## config.mk

```make
export PLATFORM = sky130hd
export DESIGN_NAME = lng_sequencer
export DESIGN_NICKNAME = d
export VERILOG_FILES = /design/src/rtl/lng_pkg.sv /design/src/rtl/lng_sequencer.sv
export SDC_FILE = /design/constraint.sdc
export NUM_CORES = 1
export LEC_CHECK = 0
export BUFFER_PORTS_ARGS = -buffer_cell sky130_fd_sc_hd__buf_2
export CORE_AREA = 4 4 41 43
export DETAILED_ROUTE_END_ITERATION = 16
export DIE_AREA = 0 0 45 47
export SLEW_MARGIN = 40
export SYNTH_ARGS = -nofsm -noshare
export SYNTH_HDL_FRONTEND = slang
export SYNTH_SLANG_ARGS = --single-unit
export TNS_END_PERCENT = 1
```

## constraint.sdc

```tcl
create_clock -name clk -period 4 [get_ports clk]
set_input_delay 0.6 -clock clk [delete_from_list [all_inputs] [get_ports clk]]
set_output_delay 0.6 -clock clk [all_outputs]
set_load 0.02 [all_outputs]
```

## src/rtl/lng_pkg.sv

```systemverilog
// ----------------------------------------------------------------------------
// Lookahead noise gate package
// Shared constants, register indexes, control word layout and the microcode.
// ----------------------------------------------------------------------------
package lng_pkg;

  localparam int MAX_LOOKAHEAD_DEF = 4096;
  localparam int SAMPLE_BITS_DEF   = 16;

  localparam int CFG_IDX_W  = 3;
  localparam int CFG_DATA_W = 24;
  localparam int THR_W      = 16;
  localparam int COEFF_W    = 16;
  localparam int HOLDSET_W  = 24;
  localparam int HOLD_W     = 25;
  localparam int LOOK_W     = 13;
  localparam int GAIN_W     = 16;
  localparam int DELTA_W    = 17;

  localparam logic [GAIN_W-1:0] UNITY_GAIN = 16'h8000;
  localparam logic [HOLD_W-1:0] HOLD_MAX   = 25'h1FF_FFFF;

  localparam logic [THR_W-1:0]     OPEN_THR_RST  = 16'd32;
  localparam logic [THR_W-1:0]     CLOSE_THR_RST = 16'd16;
  localparam logic [COEFF_W-1:0]   ATTACK_RST    = 16'h8000;
  localparam logic [COEFF_W-1:0]   RELEASE_RST   = 16'h8000;
  localparam logic [HOLDSET_W-1:0] HOLD_SET_RST  = 24'd0;
  localparam logic [LOOK_W-1:0]    LOOK_RST      = 13'd0;

  typedef enum logic [CFG_IDX_W-1:0] {
    REG_OPEN_THR  = 3'd0,
    REG_CLOSE_THR = 3'd1,
    REG_ATTACK    = 3'd2,
    REG_RELEASE   = 3'd3,
    REG_HOLD      = 3'd4,
    REG_LOOKAHEAD = 3'd5
  } reg_idx_t;

  typedef struct packed {
    logic [THR_W-1:0]     open_thr;
    logic [THR_W-1:0]     close_thr;
    logic [COEFF_W-1:0]   attack_coeff;
    logic [COEFF_W-1:0]   release_coeff;
    logic [HOLDSET_W-1:0] hold_samples;
    logic [LOOK_W-1:0]    lookahead_len;
  } cfg_t;

  localparam int STEP_W = 3;

  localparam logic [STEP_W-1:0] STEP_ACCEPT   = 3'd0;
  localparam logic [STEP_W-1:0] STEP_GAIN_MUL = 3'd1;
  localparam logic [STEP_W-1:0] STEP_GAIN_UPD = 3'd2;
  localparam logic [STEP_W-1:0] STEP_OUT_MUL  = 3'd3;
  localparam logic [STEP_W-1:0] STEP_OUT_LOAD = 3'd4;

  typedef enum logic [1:0] {
    COND_NONE     = 2'd0,
    COND_WAIT_IN  = 2'd1,
    COND_WAIT_OUT = 2'd2
  } cond_t;

  typedef enum logic {
    MUL_GAIN = 1'b0,
    MUL_OUT  = 1'b1
  } mul_sel_t;

  typedef struct packed {
    cond_t             cond;
    logic [STEP_W-1:0] jump_to;
    logic              done;
    logic              accept;
    logic              mul_en;
    mul_sel_t          mul_sel;
    logic              mem_wr;
    logic              gain_upd;
    logic              out_load;
  } ctrl_t;

  typedef struct packed {
    logic in_avail;
    logic out_blocked;
  } status_t;

  // The control program. A step whose condition holds jumps to jump_to;
  // otherwise it moves on, back to the first step when done is set.
  function automatic ctrl_t ucode(input logic [STEP_W-1:0] step);
    ctrl_t w;
    w = '{cond: COND_NONE, jump_to: STEP_ACCEPT, done: 1'b0, accept: 1'b0,
          mul_en: 1'b0, mul_sel: MUL_GAIN, mem_wr: 1'b0, gain_upd: 1'b0,
          out_load: 1'b0};
    case (step)
      STEP_ACCEPT: begin
        w.cond    = COND_WAIT_IN;
        w.jump_to = STEP_ACCEPT;
        w.accept  = 1'b1;
      end
      STEP_GAIN_MUL: begin
        w.mul_en  = 1'b1;
        w.mul_sel = MUL_GAIN;
        w.mem_wr  = 1'b1;
      end
      STEP_GAIN_UPD: begin
        w.gain_upd = 1'b1;
      end
      STEP_OUT_MUL: begin
        w.mul_en  = 1'b1;
        w.mul_sel = MUL_OUT;
      end
      STEP_OUT_LOAD: begin
        w.cond     = COND_WAIT_OUT;
        w.jump_to  = STEP_OUT_LOAD;
        w.out_load = 1'b1;
        w.done     = 1'b1;
      end
      default: begin
        w.done = 1'b1;
      end
    endcase
    return w;
  endfunction

endpackage

```

## src/rtl/lng_sequencer.sv

```systemverilog
// ----------------------------------------------------------------------------
// Lookahead noise gate sequencer
// Step counter over the microcode table, with conditional wait jumps.
// ----------------------------------------------------------------------------
module lng_sequencer (
  input  logic             clk,
  input  logic             rst,
  input  lng_pkg::status_t status,
  output lng_pkg::ctrl_t   ctrl
);

  logic [lng_pkg::STEP_W-1:0] step;
  logic [lng_pkg::STEP_W-1:0] step_next;
  logic                       cond_true;

  assign ctrl = lng_pkg::ucode(step);

  always_comb begin
    case (ctrl.cond)
      lng_pkg::COND_WAIT_IN:  cond_true = !status.in_avail;
      lng_pkg::COND_WAIT_OUT: cond_true = status.out_blocked;
      default:                cond_true = 1'b0;
    endcase
  end

  always_comb begin
    if (cond_true) begin
      step_next = ctrl.jump_to;
    end else if (ctrl.done) begin
      step_next = lng_pkg::STEP_ACCEPT;
    end else begin
      step_next = step + 1'b1;
    end
  end

  always_ff @(posedge clk) begin
    if (rst) begin
      step <= lng_pkg::STEP_ACCEPT;
    end else begin
      step <= step_next;
    end
  end

endmodule

```

**Word level (Yosys, flattened, before mapping)**

Index checks and enable logic that the tools add are counted.

- Input port bits: 4
- Logic and storage cells: 21
- Output and inout port bits: 12
- Flip-flop bits (word level): 3

- Eq/ne operators: 6
- Add/subtract/negate cells: 1
- Mux-type cells: 10
- Reductions and logical operators: 3

Operators with widths:

| cell | count |
|---|---|
| case mux 5 bit (2 select lines) | 1 |
| equality test 3 x 2 -> 1 bit, second input constant | 2 |
| two-way mux 3 bit | 2 |
| two-way mux 1 bit | 5 |
| case mux 2 bit (2 select lines) | 1 |
| OR reduction 4 bit | 1 |
| adder 3 x 1 -> 3 bit, second input constant | 1 |
| equality test 3 x 1 -> 1 bit, second input constant | 1 |
| equality test 3 bit, second input constant | 1 |
| zero test 3 bit | 1 |
| equality test 2 x 1 -> 1 bit, second input constant | 1 |
| equality test 2 bit, second input constant | 1 |
| case mux 1 bit (2 select lines) | 1 |
| zero test 1 bit | 1 |

**Longest topological paths before layout**

Gate-level depths: netlist (run 1).

- Depth after elaboration: 5
- Gate-level depth with buffers: 5

**Worst setup path before layout (run 1)**

No wires, ideal clock.

- Path type: flip-flop to output port
- Start point: register step[0] in the netlist's numbering
- End point: output port ctrl[6] in the netlist's numbering
- Buffers on the path: 0
- Setup slack: 2.079 ns
- Required time: 3.400 ns
- Cell stages (with the launch flop): 5
- Arrival: 1.321 ns
- Cell sequence: dfxtp_1 -> inv_1 -> ha_1 -> or3_4 -> a21oi_4

RTL lines:

| what | RTL line | RTL |
|---|---|---|
| from (decl) | lng_sequencer.sv:12 | `logic [lng_pkg::STEP_W-1:0] step;` |
| from (signal assigned) | lng_sequencer.sv:38 | `step <= lng_pkg::STEP_ACCEPT;` |
| from (signal assigned) | lng_sequencer.sv:40 | `step <= step_next;` |
| to (decl) | lng_sequencer.sv:9 | `output lng_pkg::ctrl_t ctrl` |

==> results of run 1 <==
[power by group through the flow]
stage               combinational [µW]  sequential, µW  clock (µW)
floorplan                         93.5            40.2           0
global placement                   116            41.9           0
detailed placement                 116            42.1           0
CTS                                116            41.6        53.6
global route                       125            42.6        58.6
finish                             113            41.4        51.8
[layout by cell type, fill, tap and decap left out, drive strengths merged, types with 2 or more instances in the layout]
cell type,count
buf,13
conb,2
inv,3
clkbuf,4
and2b,3
dfxtp,3
ha,5
[per-stage QoR]
stage | power [µW] | worst slack [ns] | instances | util | cell area (µm²)
after floorplan | 134 | 2.08 | 33 | - | 312
after global placement | 157 | 1.86 | 56 | 0.275 | 358
after detailed placement | 158 | 1.85 | 56 | 0.275 | 358
after CTS | 211 | 1.61 | 60 | 0.295 | 384
after global routing | 226 | 1.53 | 60 | 0.295 | 384
final | 206 | 1.64 | 60 | 0.295 | 384
[final cells by class]
cell class	instances	share of cell area
flip-flops and latches	3	0.156
well taps	15	0.0489
multi-input cells	22	0.528
inverters	3	0.0293
repair buffers	13	0.169
clock buffers	4	0.0684
[worst paths after layout]
path / depth (start not counted) / end / from
setup / recovery: 5 / ctrl[6] / step[0]
hold / removal: 1 / step[0] / step[0]
setup reg to reg: 5 / step[2] / step[0]
hold reg to reg: 1 / step[0] / step[0]
[cells in the mapped netlist, drive strengths merged, types with 3 or more instances]
cell	number
buf	5
ha	5
and2b	3
dfxtp	3
inv	3
[cells by family after synthesis]
| logic type | share of synthesized area |
|---|---|
| simple gates | 0.305 |
| fa+ha+maj | 0.203 |
| compound gates | 0.126 |
| buf+inv | 0.159 |
| flops | 0.195 |
| other cells | 0.0122 |
[worst max-delay path: stages, from the launching register on]
cell and delay, ns:
dfxtp_1 0.39, inv_1 0.10, ha_1 0.24, or3_4 0.41
a21oi_4 0.20, buf_2 0.19
[per-layer routing]
layer  wire length, µm  GRT usage  vias to the layer above
met5                 0          0                        -
met2               227     0.0960                       10
met4                 0          0                        0
met3                63     0.0421                        0
met1               255     0.0703                       99
li1                  -          -                      126
==> key figures, run 1 <==
Status
  – Status: finished clean

Floorplan
  – Top Ports: 16
  – Chip height: 47 µm
  – Die area: 0.00212 mm²
  – Core Rows: 13
  – Core area: 0.00130 mm²
  – Chip width: 45 µm
  – Starting density of the core: 0.237

Drt
  – Detailed Route WL: 546 µm
  – Post-DRT Antenna Nets: 0
  – Initial DRC count: 0
  – Residual DRC count: 0
  – DRT Pass-1 Iters: 1
  – DR vias: 235
  – Via density: 3.92
  – WL/cell: 9.10 µm

Synth
  – EDFF count, synth: 0
  – Synth area leader: ha_1
  – Ranking of synthesized cells by area: ha_1, dfxtp_1, buf_4
  – Synthesized netlist cell count: 32
  – Yosys reg bits: 3
  – Register area share after synthesis: 0.195
  – Warnings from Yosys: 0
  – Mapped Area: 308 µm²
  – Top-area cell type share of the netlist area: 0.203
  – Main flop type after synthesis: dfxtp_1
  – Unique masters post-synth: 20
  – Post-synth ARST share: 0
  – Avg Cell Area, Syn: 9.62 µm²

Hold path
  – Hold crit path type: flop to flop

Setup path
  – WP data required: 3.40 ns
  – Reg2reg setup slack: 2.45 ns
  – Launching element type of the critical path: flop
  – Crit path max fanout: 5
  – Crit end category: output port
  – Crit Path Class: flop to output port
  – Crit path DAT: 1.76 ns

Global route
  – Total track usage: 0.0600
  – Largest net degree at the start of global routing: 8
  – Vias in the first global route: 241
  – First-pass GRT wire length: 959 µm
  – Total grt overflow: 0
  – Initial antenna violation count: 0

Timing
  – Setup TNS: 0 ns
  – Fin. Hold Viols: 0
  – Hold Slack: 0.518 ns
  – RSZ-0062 raised after global routing: false
  – Max Slew Vio Count: 0
  – Fin crit period: 2.36 ns
  – Skew final: 0.00474 ns
  – Tcrit/Tclk final: 0.590
  – Final Setup Violations: 0
  – Max Clk Rate: 424 MHz

Final layout
  – Area Overhead vs Synth: 24.8%
  – Multi-input gate area: 203 µm²
  – Fill cells: 146
  – Max reg flops: 3
  – ANT cells: 0
  – FF/Latch Area: 60.1 µm²
  – Top Registers: step: 3 flops
  – Share of layout cells above drive strength 1: 0.533
  – Final Net Count: 55
  – Biggest register: step

Placed design
  – RePlAce Congestion: 0.678
  – Buffers on Ports: 13
  – DP Wirelength: 473 µm

Clock tree
  – Longest Clk Path Bufs: 2
  – Sink Count: 3
  – CTS tree: built
  – Clock transition at path regs: 0.03 ns
  – Clock Root Buffer: clkbuf_4
  – CTS Buf Count: 3
  – Post-CTS setup buffer count: 0
  – Worst-Skew Late Latency: 0.23 ns
  – H-tree Lvls: 1
  – Resized cells post-CTS: 0
  – Hold_buf cts: 0

Power
  – Pint: 119 µW
  – Pleak: 0.000204 µW
  – Combinational power share: 0.548
  – Clock power share: 0.251
  – Sw frac: 0.422
  – Switching pwr: 86.9 µW
  – Pwr dens: 537 mW/mm²
  – Seq pwr share: 0.201
  – VDD IR-drop max: 0.247 mV

Flow run
  – Max-cap violations: 0
No activity file was read; power rests on OpenSTA's default activity.
==> run 2, diff against run 1 <==
==> constraint.sdc (replaced) <==
create_clock -name clk -period 2.4 [get_ports clk]
set_input_delay 0.36 -clock clk [delete_from_list [all_inputs] [get_ports clk]]
set_output_delay 0.36 -clock clk [all_outputs]
set_load 0.02 [all_outputs]
==> run 2 against run 1 <==
First-iteration DRC count up 2. Flip-flop and latch count unchanged. Non-clock buffer count unchanged. Global-route usage shrank 0.32 points. Highest routed layer unchanged.
==> key figures, run 2 (same netlist as run 1, synthesis figures left out) <==
Floorplan
  – Core Rows: 13
  – Starting density of the core: 0.237
  – Chip height: 47 µm
  – Die area: 0.00212 mm²
  – Core area: 0.00130 mm²
  – Chip width: 45 µm
  – Top Ports: 16

Global route
  – Largest net degree at the start of global routing: 8
  – Total track usage: 0.0568
  – Vias in the first global route: 225
  – Total grt overflow: 0
  – First-pass GRT wire length: 848 µm
  – Initial antenna violation count: 0

Clock tree
  – Clock transition at path regs: 0.04 ns
  – Worst-Skew Late Latency: 0.23 ns
  – Longest Clk Path Bufs: 2
  – CTS tree: built
  – Sink Count: 3
  – Hold_buf cts: 0
  – Post-CTS setup buffer count: 0
  – Clock Root Buffer: clkbuf_4
  – CTS Buf Count: 3
  – Resized cells post-CTS: 0
  – H-tree Lvls: 1

Placed design
  – DP Wirelength: 468 µm
  – Dpl cell area: 358 µm²
  – Buffers on Ports: 13
  – Dpl cells: 56
  – RePlAce Congestion: 0.668

Power
  – Pwr dens: 900 mW/mm²
  – Pwr Total: 346 µW
  – VDD IR-drop max: 0.490 mV
  – Pleak: 0.000204 µW

Final layout
  – Finished Cell Area: 384 µm²
  – Max reg flops: 3
  – Most common cell after layout, fill and taps aside: buf_2
  – ANT cells: 0
  – Share of layout cells above drive strength 1: 0.533
  – Fill cells: 143
  – Final Non-Filler Cells: 60
  – Area Overhead vs Synth: 24.8%
  – Final Net Count: 55
  – Commonest non-fill, non-tap cells in the layout: buf_2, ha_1, clkbuf_4, dfxtp_1
  – Top Registers: step: 3 flops
  – Biggest register: step

Setup path
  – Crit path max fanout: 5
  – WP data required: 2.04 ns
  – CP max-delay cell: or3_4
  – Launching element type of the critical path: flop
  – Reg2reg setup slack: 0.86 ns
  – Crit path DAT: 1.75 ns
  – CP max stage delay: 0.40 ns
  – Crit path cell chain: inv_1 > ha_1 > or3_4 > a21oi_4 > buf_2
  – Crit Path Class: flop to output port
  – Crit end category: output port

Timing
  – Fin crit period: 2.11 ns
  – Final Setup Violations: 0
  – Max Slew Vio Count: 0
  – Setup TNS: 0 ns
  – Tcrit/Tclk final: 0.881
  – Fin. Hold Viols: 0
  – Max Clk Rate: 473 MHz
  – Skew final: 0.00140 ns
  – RSZ-0062 raised after global routing: false

Status
  – Status: finished clean

Flow run
  – Max-cap violations: 0

Drt
  – Via density: 3.82
  – Residual DRC count: 0
  – DR vias: 229
  – WL/cell: 9.10 µm
  – Initial DRC count: 2
  – Detailed Route WL: 546 µm
  – DRT Pass-1 Iters: 2
  – Post-DRT Antenna Nets: 0

Hold path
  – Hold crit path type: primary input to flop
==> run 2: metrics by stage <==
stage               utilization  setup slack (ns)  hold slack, ns
global route              0.295             0.204           0.351
global placement          0.275             0.523           0.528
detailed placement        0.275             0.526           0.515
finish                    0.295             0.286           0.338
floorplan                     -             0.719           0.431
CTS                       0.295             0.275           0.338
==> run 2: critical path, delay by kind of cell (launching register included) <==
kind                     cells  cell delay (ns)
flip-flops                   1             0.39
AO/OA/AOI/OAI                1             0.20
AND/OR/NAND/NOR              1             0.40
buffers and inverters        2             0.29
adder cells (fa/ha/maj)      1             0.24
==> run 2: cell type report <==
class                      count  area (µm²)  area share
multi-input combinational     22         203       0.528
timing repair buffer          13        65.1       0.169
sequential                     3        60.1       0.156
clock buffer                   4        26.3      0.0684
tap                           15        18.8      0.0489
inverter                       3        11.3      0.0293
==> run 2: layer usage <==
metal	GRT usage	share of wire	wire length [µm]	vias to the layer above
met5	0	0	0	-
met4	0	0	0	0
met3	0.0498	0.14	77	0
met2	0.0876	0.40	217	12
met1	0.0633	0.46	251	89
li1	-	-	-	128
==> run 2: report_power, final <==
| part | leakage, µW | internal, µW | total, µW | switching [µW] |
|---|---|---|---|---|
| Sequential | 0.0000245 | 59.0 | 68.5 | 9.55 |
| Clock | 0.0000150 | 62.4 | 89.3 | 26.9 |
| Combinational | 0.000164 | 77.7 | 188 | 110 |
==> run 2: path summary, 6_finish.rpt <==
kind	startpoint	to	cells after the start
hold / removal	rst	step[1]	2
setup reg to reg	step[0]	step[2]	5
setup / recovery	step[0]	ctrl[6]	5
hold reg to reg	step[0]	step[0]	1
==> run 3, diff against run 2 <==
--- a/config.mk
+++ b/config.mk
@@ -5,10 +5,12 @@
 export SDC_FILE = /design/constraint.sdc
 export NUM_CORES = 1
 export LEC_CHECK = 0
+export ABC_AREA = 1
 export BUFFER_PORTS_ARGS = -buffer_cell sky130_fd_sc_hd__buf_2
 export CORE_AREA = 4 4 41 43
 export DETAILED_ROUTE_END_ITERATION = 16
 export DIE_AREA = 0 0 45 47
+export GPL_TIMING_DRIVEN = 0
 export SLEW_MARGIN = 40
 export SYNTH_ARGS = -nofsm -noshare
 export SYNTH_HDL_FRONTEND = slang
==> run 3 against run 2 <==
Clock power down 2.7%. Critical path depth up 1. Global-route usage up 0.71 points. Final cell count up 32%. Register-to-register slack better by 0.21 ns. Die area unchanged. Sequential share of layout area down 1.8 points. Count of clock-buffer cells in the layout unchanged. Setup slack better by 0.25 ns. Routed wire length up 14%.
==> key figures, run 3 <==
Setup path
  – Crit path cell chain: inv_1 > ha_1 > o21ai_1 > nand3_2 > inv_1 > buf_2
  – CP max-delay cell: dfxtp_1
  – Worst Path Buf+Inv: 3
  – Most frequent CP cell: inv_1
  – Crit Path Class: flop to output port
  – Worst R2R Start: step[0]
  – CP max stage delay: 0.38 ns
  – Launching element type of the critical path: flop
  – Critical path startpoint: step[0]
  – Crit path max fanout: 4
  – WP data required: 2.04 ns
  – Crit path DAT: 1.50 ns
  – Crit end category: output port
  – Top Family by Delay on Critical Path: flip-flops

Synth
  – Synthesized netlist cell count: 46
  – Unique masters post-synth: 14
  – Register area share after synthesis: 0.188
  – Ranking of synthesized cells by area: ha_1, dfxtp_1, inv_1
  – Dominant cell by count in the synthesized netlist: inv_1
  – Warnings from Yosys: 0
  – Top-area cell type share of the netlist area: 0.195
  – Synth area leader: ha_1
  – Avg Cell Area, Syn: 6.96 µm²
  – Mapped Area: 320 µm²
  – Yosys reg bits: 3
  – Post-synth ARST share: 0
  – EDFF count, synth: 0
  – Synth top cells by count: inv_1, buf_4, ha_1, nand2_1, nor2_1
  – Main flop type after synthesis: dfxtp_1

Clock tree
  – H-tree Lvls: 1
  – Post-CTS setup buffer count: 0
  – Longest Clk Path Bufs: 2
  – CTS tree: built
  – Resized cells post-CTS: 0
  – CTS Buf Count: 3
  – Hold_buf cts: 0
  – Worst-Skew Late Latency: 0.23 ns
  – Clock transition at path regs: 0.04 ns
  – Clock Root Buffer: clkbuf_4
  – Sink Count: 3

Placed design
  – Dpl cells: 75
  – Dpl cell area: 408 µm²
  – DP Wirelength: 532 µm
  – Buffers on Ports: 13
  – RePlAce Congestion: 0.760

Final layout
  – Final Net Count: 74
  – Fill cells: 145
  – Multi-input gate area: 174 µm²
  – Final Non-Filler Cells: 79
  – FF/Latch Area: 60.1 µm²
  – ANT cells: 0
  – Finished Cell Area: 434 µm²
  – Share of layout cells above drive strength 1: 0.438
  – Area Overhead vs Synth: 35.5%
  – Biggest register: step
  – Commonest non-fill, non-tap cells in the layout: inv_1, buf_2, nand2_1, ha_1, buf_4
  – Top Registers: step: 3 flops
  – Max reg flops: 3

Timing
  – Fin. Hold Viols: 0
  – Tcrit/Tclk final: 0.775
  – Hold Slack: 0.411 ns
  – Fin crit period: 1.86 ns
  – RSZ-0062 raised after global routing: false
  – Final Setup Violations: 0
  – Setup TNS: 0 ns
  – Max Slew Vio Count: 0
  – Max Clk Rate: 537 MHz
  – Skew final: 0.00200 ns

Floorplan
  – Die area: 0.00212 mm²
  – Core area: 0.00130 mm²
  – Core Rows: 13
  – Chip height: 47 µm
  – Chip width: 45 µm
  – Starting density of the core: 0.246
  – Top Ports: 16

Drt
  – Residual DRC count: 0
  – Initial DRC count: 5
  – WL/cell: 7.89 µm
  – DR vias: 301
  – Detailed Route WL: 623 µm
  – Via density: 3.81
  – DRT Pass-1 Iters: 2
  – Post-DRT Antenna Nets: 0

Power
  – VDD IR-drop max: 0.236 mV
  – Pwr dens: 824 mW/mm²
  – Pleak: 0.000286 µW
  – Pwr Total: 358 µW

Flow run
  – Max-cap violations: 0

Hold path
  – Hold_sp: rst
  – Hold crit path type: primary input to flop

Global route
  – First-pass GRT wire length: 903 µm
  – Total grt overflow: 0
  – Vias in the first global route: 240
  – Initial antenna violation count: 0
  – Largest net degree at the start of global routing: 6
  – Total track usage: 0.0639

Status
  – Status: finished clean
run 3: changes by cell type in the layout (fill, tap and decap cells not counted), moves of 2 or more:
cell | before | now
nand2_1 | 0 | 5
nor2_4 | 0 | 2
buf_4 | 0 | 5
inv_1 | 2 | 13
nand2_2 | 0 | 2
and2b_1 | 2 | 0
nor2_1 | 1 | 4
nand3_2 | 0 | 2
run 3: area by class of cell:
class | instances | area share
Multi-Input combinational cell | 25 | 0.401
Timing Repair Buffer | 13 | 0.150
Sequential cell | 3 | 0.138
Inverter | 14 | 0.121
Buffer | 5 | 0.0865
Clock buffer | 4 | 0.0605
Tap cell | 15 | 0.0432
run 3: per-stage QoR:
stage / util / worst slack (ns)
floorplan: - / 0.908
global placement: 0.313 / 0.833
detailed placement: 0.313 / 0.805
CTS: 0.334 / 0.542
global route: 0.334 / 0.444
finish: 0.334 / 0.540
run 3: worst register-to-register path, cell delays in order, from the launching register on:
cell and delay (ns):
dfxtp_1 0.38, inv_1 0.11, ha_1 0.26, o21ai_1 0.18, nand3_2 0.13, nand3_1 0.12
nand2_1 0.05
run 3: cell families after synthesis:
family | count (synthesis) | synth area share
AOI/OAI and AO/OA | 1 | 0.0156
and+or+nand+nor | 17 | 0.309
adders and majority gates | 5 | 0.195
buffers and inverters | 19 | 0.281
DFF | 3 | 0.188
other | 1 | 0.0117
run 3: path summary, 6_finish.rpt:
kind                  end  slack (ns)  cells after the start
setup / recovery  ctrl[6]        0.54                      6
hold / removal    step[2]        0.41                      4
setup reg to reg  step[2]        1.07                      6
hold reg to reg   step[0]        0.47                      1
run 3: layer usage:
metal  GRT usage  vias to the layer above  wire [µm]
met5           0                        -          0
met4      0.0351                        0          0
met3      0.0498                        0         66
met2       0.107                        9        340
met1      0.0543                      132        216
li1            -                      160          -
run 3: power breakdown:
group / total, µW / internal [µW] / switching [µW]
combinational: 203 / 74.0 / 129
sequential: 68.1 / 59.3 / 8.81
clock: 86.9 / 62.2 / 24.7
total: 358 / 195 / 162
